**src/sv/bsr_pkg.sv**
```systemverilog
// Shared constants, command codes and inter-module structs of the bounding sphere radius block.
`default_nettype none
package bsr_pkg;

   localparam int VERTEX_DEPTH  = 1024;
   localparam int FRACTION_BITS = 16;

   localparam int WORD_W   = 32;
   localparam int ADDR_W   = (VERTEX_DEPTH > 1) ? $clog2(VERTEX_DEPTH) : 1;
   localparam int COUNT_W  = $clog2(VERTEX_DEPTH + 1);
   localparam int CENTER_W = WORD_W + 1;
   localparam int VERTEX_W = 3 * WORD_W;
   localparam int SQ_W     = 2 * WORD_W;
   localparam int RADIUS_W = WORD_W + 1;
   localparam int ROWS     = 3;
   localparam int ROW_TERMS = 4;
   localparam int COEF_COUNT = ROWS * ROW_TERMS;

   localparam logic [1:0] CMD_LOAD_ROW   = 2'd0;
   localparam logic [1:0] CMD_ADD_VERTEX = 2'd1;
   localparam logic [1:0] CMD_FINISH     = 2'd2;

   localparam logic [1:0] AXIS_X = 2'd0;
   localparam logic [1:0] AXIS_Y = 2'd1;
   localparam logic [1:0] AXIS_Z = 2'd2;

   localparam logic signed [WORD_W-1:0] WORD_MAX = {1'b0, {(WORD_W-1){1'b1}}};
   localparam logic signed [WORD_W-1:0] WORD_MIN = {1'b1, {(WORD_W-1){1'b0}}};
   localparam logic signed [WORD_W-1:0] FIX_ONE  = WORD_W'(1) << FRACTION_BITS;

   typedef struct packed {
      logic                     valid;
      logic [1:0]               axis;
      logic signed [WORD_W-1:0] coef_a;
      logic signed [WORD_W-1:0] coef_b;
      logic signed [WORD_W-1:0] coef_c;
      logic signed [WORD_W-1:0] coef_d;
      logic signed [WORD_W-1:0] vx;
      logic signed [WORD_W-1:0] vy;
      logic signed [WORD_W-1:0] vz;
   } xform_in_type;

   typedef struct packed {
      logic                     valid;
      logic [1:0]               axis;
      logic signed [WORD_W-1:0] value;
   } xform_out_type;

   typedef struct packed {
      logic                en;
      logic [ADDR_W-1:0]   addr;
      logic [VERTEX_W-1:0] data;
   } store_wr_type;

   typedef struct packed {
      logic                       start;
      logic [COUNT_W-1:0]         length;
      logic signed [CENTER_W-1:0] cx;
      logic signed [CENTER_W-1:0] cy;
      logic signed [CENTER_W-1:0] cz;
   } walk_cmd_type;

endpackage
`default_nettype wire

```
**src/sv/bsr_isqrt.sv**
```systemverilog
// Iterative floor square root of a 64-bit value, one result bit per cycle.
`default_nettype none
module bsr_isqrt (
   input  logic                           clock,
   input  logic                           reset,
   input  logic                           start,
   input  logic [2*bsr_pkg::WORD_W-1:0]   value,
   output logic                           done,
   output logic [bsr_pkg::RADIUS_W-1:0]   root
);
   import bsr_pkg::*;

   logic [SQ_W-1:0] n_ff;
   logic [SQ_W-1:0] res_ff;
   logic [SQ_W-1:0] bit_ff;
   logic            busy_ff;
   logic            done_ff;

   logic [SQ_W:0]   trial;

   assign trial = (SQ_W+1)'(res_ff) + (SQ_W+1)'(bit_ff);

   always_ff @(posedge clock) begin
      if (reset) begin
         busy_ff <= 1'b0;
         done_ff <= 1'b0;
      end else begin
         done_ff <= 1'b0;
         if (start) begin
            busy_ff <= 1'b1;
            n_ff    <= value;
            res_ff  <= '0;
            bit_ff  <= SQ_W'(1) << (SQ_W - 2);
         end else if (busy_ff) begin
            if ((SQ_W+1)'(n_ff) >= trial) begin
               n_ff   <= n_ff - trial[SQ_W-1:0];
               res_ff <= (res_ff >> 1) + bit_ff;
            end else begin
               res_ff <= res_ff >> 1;
            end
            bit_ff <= bit_ff >> 2;
            if (bit_ff == SQ_W'(1)) begin
               busy_ff <= 1'b0;
               done_ff <= 1'b1;
            end
         end
      end
   end

   assign done = done_ff;
   assign root = res_ff[RADIUS_W-1:0];

endmodule
`default_nettype wire
```
**config.mk**
```make
export PLATFORM = sky130hd
export DESIGN_NAME = bsr_isqrt
export DESIGN_NICKNAME = d
export VERILOG_FILES = /design/src/sv/bsr_pkg.sv /design/src/sv/bsr_isqrt.sv
export SDC_FILE = /design/constraint.sdc
export NUM_CORES = 1
export LEC_CHECK = 0
export ABC_AREA = 1
export ABC_CLOCK_PERIOD_IN_PS = 18900
export BUFFER_PORTS_ARGS = -buffer_cell sky130_fd_sc_hd__buf_2
export CAP_MARGIN = 20
export CORE_UTILIZATION = 40
export CTS_CLUSTER_SIZE = 14
export DETAILED_ROUTE_END_ITERATION = 10
export PLACE_DENSITY = 0.67
export SLEW_MARGIN = 5
export SYNTH_ARGS = -nofsm -noshare
export SYNTH_HDL_FRONTEND = slang
export SYNTH_SLANG_ARGS = --single-unit
```
**constraint.sdc**
```tcl
create_clock -name clock -period 18.9 [get_ports clock]
set_input_delay 2.835 -clock clock [delete_from_list [all_inputs] [get_ports clock]]
set_output_delay 2.835 -clock clock [all_outputs]
set_load 0.05 [all_outputs]
```
==> results <==
- The first global-routing pass estimated 106000 um of wire.
- Among all cell types in the netlist, the one instantiated most often is sky130_fd_sc_hd__nand2_1.
- The total count of max-transition violations in the final report is 0.
- The relative max-transition margin is 29.3%.
- On the critical path, the stage with the largest delay is an instance of sky130_fd_sc_hd__nor2_4.
- The data required time at the worst endpoint is 19.24 ns.
- The per-cell routed wire length is 19.4 um.
- The dominant register cell in the synthesized netlist is sky130_fd_sc_hd__edfxtp_1.
- Data arrives at the worst endpoint at 7.21 ns.
- After floorplanning, the core was divided into 78 placement rows.
- Buffers inserted during clock tree synthesis total 17.
- Wires add up to 70000 um.
- The DRC marker count from the first detailed-route iteration is 1800.
- The root cell of the clock tree is sky130_fd_sc_hd__clkbuf_16.
- The number of warnings printed during yosys synthesis is 0.
- The maximum resistive drop on vdd is 0.0767 mV.
- The height of the die is 219 um.
- The H-tree depth is 4.
- Traced cell by cell, the critical path runs through ha_1 > nand2_1 > o21ai_0 > nand2_1 > o21ai_0 > a21oi_1 > o21ai_1 > a21oi_1 > o21ai_1 > xnor2_1 > ha_1 > inv_1 > o21ai_0 > a21oi_1 > o21ai_0 > a21oi_1 > nand3_1 > nand3_2 > buf_4 > nand2_4 > nor2_4 > nand2_1 > nand2_1.
- Detailed routing inserted a total of 19885 vias.
- Clock latency on the worst-skew pair, taken at its later pin, is 0.48 ns.
- 0 antenna diodes ended up in the layout.
- After technology mapping, the gate count stands at 2949.
- Setup repair after global routing left no endpoint under its margin.
- The initial antenna violation count is 0.
- The starting density of the core is 41.0%.
- Entering global routing, the biggest net connects 67 pins.
- The average vias per placed instance is 5.51.
- The biggest area contributor in the post-synthesis netlist is sky130_fd_sc_hd__edfxtp_1.
- The tightest hold margin is 0.472 ns.
- The path class of the tightest hold or removal check is reg2reg.
- The count of unique library cells instantiated by Yosys is 50.
- The top cell type by area accounts for 25.6% of the synthesized area.
- The total grt overflow is 0.
- The total setup buffers inserted after CTS is 0.
- The core region is 0.0458 mm2.
- Input and output buffers added on the ports amount to 100.
- The HPWL after detailed placement is 58000 um.
- The number of nets in the layout is 3195.
- The synthesized netlist net count is 3147.
- Setup slack on the critical path of the routed design comes to 12.02 ns.
- By area the synthesized netlist is led by sky130_fd_sc_hd__edfxtp_1 26%, sky130_fd_sc_hd__nand2_1 16%, sky130_fd_sc_hd__ha_1 8.7%.
- After synthesis the cells add up to 0.0188 mm2.
- The maximum frequency from static timing analysis is 145 MHz.
- The average cell area after synthesis is 6.36 um2.
- The count of endpoints failing hold in the final timing report is 0.
- Counting flops with a built-in enable in the synthesized netlist gives 160.
- The largest single stage delay on the critical path is 1.00 ns.
- The tree built by TritonCTS fans out to 162 sinks.
- The x dimension of the die is 219 um.
- The final critical path time including I/O delays and setup is 6.88 ns.
- For the final routed database, the setup TNS stands at 0 ns.
- The number of gates given a new drive strength after cts is 0.
- The via count of the first global-routing pass is 18856.
- In this run the remaining antenna-violating nets after routing total 0.
- STA classifies the critical path startpoint as a register.
- Counting flops with an async set or reset pin after synthesis yields a share of 0%.
- The transition time at the pin with the least slew margin is 1.06 ns.
- The category of the most critical setup path is reg2reg.
- The origin of the worst min-delay path is busy_ff$_SDFF_PP0_.
- The launch point of the worst reg-to-reg path is res_ff[20]$_SDFFCE_PP0P_.
- In the finished design, the share of the clock period the worst path needs comes to 36.4%.
- For this design the top-level I/O count stands at 101.
- Global routing used 29.4% of the available tracks across all layers.
- Cells with a size suffix above 1 make up 6.25% of the layout.
- The first detailed-routing pass ran for 5 iterations.
- The routability congestion estimate is 1.06.
- For this run, the register share of the synthesized area comes to 25.8%.
- The number of flip-flops and latches in the synthesized netlist is 162.
- The clock edge transition at the registers on the reported setup and hold paths is 0.08 ns.
- Compared with the post-synthesis result, the final layout area differs by 7.35%.
- Of all nets on the critical path, the largest fanout is 66.
- The power per cell area is 93.3 mW/mm2.
- The number of setup violations in the final report is 0.
- The count of max-cap constraint violations is 0.
- The die covers 0.0478 mm2.
- TritonCTS built the clock tree.
- In this run the static leakage power is 8.75 nW.
- Counting along the longest clock path gives a buffer depth of 2.
- The run finished with clean final reports.
- Between clock sinks in the finished design, the worst skew comes to 0.0178 ns.
- The number of hold buffers added after cts is 0.
- The most critical setup path has its startpoint at res_ff[20]$_SDFFCE_PP0P_.
- In the routed design, unresolved DRC markers number 0.
- The pre-CTS setup slack is 12.19 ns.
- In the synthesized netlist, the cells that appear most often are 793 x sky130_fd_sc_hd__nand2_1, 393 x sky130_fd_sc_hd__inv_1, 382 x sky130_fd_sc_hd__nor2_1.
- The worst setup path is captured at a register.
==> cell usage in the layout (no fill, tap or decap), drive strengths merged, types with 2 or more instances in the layout <==
cell,synthesis,layout
or2,30,30
o21a,9,9
buf,64,109
xnor2,49,49
nand3,233,233
inv,398,406
o21ai,217,217
a21oi,207,207
xor2,68,68
a31oi,17,17
nand4,39,39
nor4,18,18
edfxtp,160,160
o31ai,2,2
nor2,386,386
dfxtp,2,2
clkinv,0,2
clkbuf,16,19
o2111ai,2,2
o211ai,7,7
a21boi,6,6
nand2,796,796
nand3b,10,10
o21bai,19,19
nor3,30,30
and2,2,2
clkinvlp,0,3
a21o,15,15
a221oi,5,5
o22ai,4,4
ha,130,130
==> logic make-up after synthesis <==
kind of cell	share of synthesized area [%]
flops	25.8
fa+ha+maj	8.78
compound gates	14.9
xor+xnor	5.46
buf+inv	10.6
simple gates	34.4
==> layout make-up <==
| class | instances | area, um2 |
|---|---|---|
| Fill cell | 4999 | 25600 |
| Multi-Input combinational cell | 2309 | 11900 |
| Sequential cell | 162 | 4840 |
| Inverter | 398 | 1500 |
| Tap cell | 600 | 751 |
| Timing Repair Buffer | 109 | 571 |
| Clock buffer | 19 | 433 |
| Clock inverter | 13 | 115 |
==> final timing paths <==
check / to / slack (ns) / depth (start not counted)
worst min register to register: busy_ff$_SDFF_PP0_ / 0.47 / 2
worst max register to register: res_ff[18]$_SDFFCE_PP0P_ / 12.02 / 23
worst max-delay path: res_ff[18]$_SDFFCE_PP0P_ / 12.02 / 23
worst min-delay path: busy_ff$_SDFF_PP0_ / 0.47 / 2
==> where the power goes <==
| group | internal [mW] | switching, mW |
|---|---|---|
| clock | 0.173 | 0.172 |
| sequential | 0.463 | 0.0602 |
| combinational | 0.318 | 0.693 |
==> layer usage <==
layer | global-route usage (%) | vias up | share of wire, %
met5 | 0 | - | 0
met4 | 10.1 | 0 | 3.4
met3 | 3.23 | 121 | 6.4
met2 | 49.1 | 749 | 46
met1 | 39.1 | 9182 | 44
li1 | - | 9833 | -
==> flip-flops by register name, summed over array words and instances, names as in the netlist <==
| signal | cells |
|---|---|
| n_ff | 64 |
| res_ff | 64 |
| bit_ff | 32 |
| busy_ff | 1 |
| done | 1 |
==> worst max-delay path: cells and delay by family, from the launching register on <==
family          cells  cell delay (ns)
fa+ha+maj           2             0.80
simple gates        8             2.55
compound gates     10             2.01
flops               1             0.52
buf+inv             2             0.51
xor+xnor            1             0.26
==> through the flow <==
step	power, mW	instance area [um2]	cells	util, %
3_3_place_gp	1.52	19600	3578	42.8
4_1_cts	1.86	20100	3610	44.0
5_1_grt	2.00	20100	3610	44.0
2_1_floorplan	1.24	18800	2949	-
3_5_place_dp	1.52	19600	3578	42.8
6_report	1.88	20100	3610	44.0
Power figures use the tool's default switching activity.
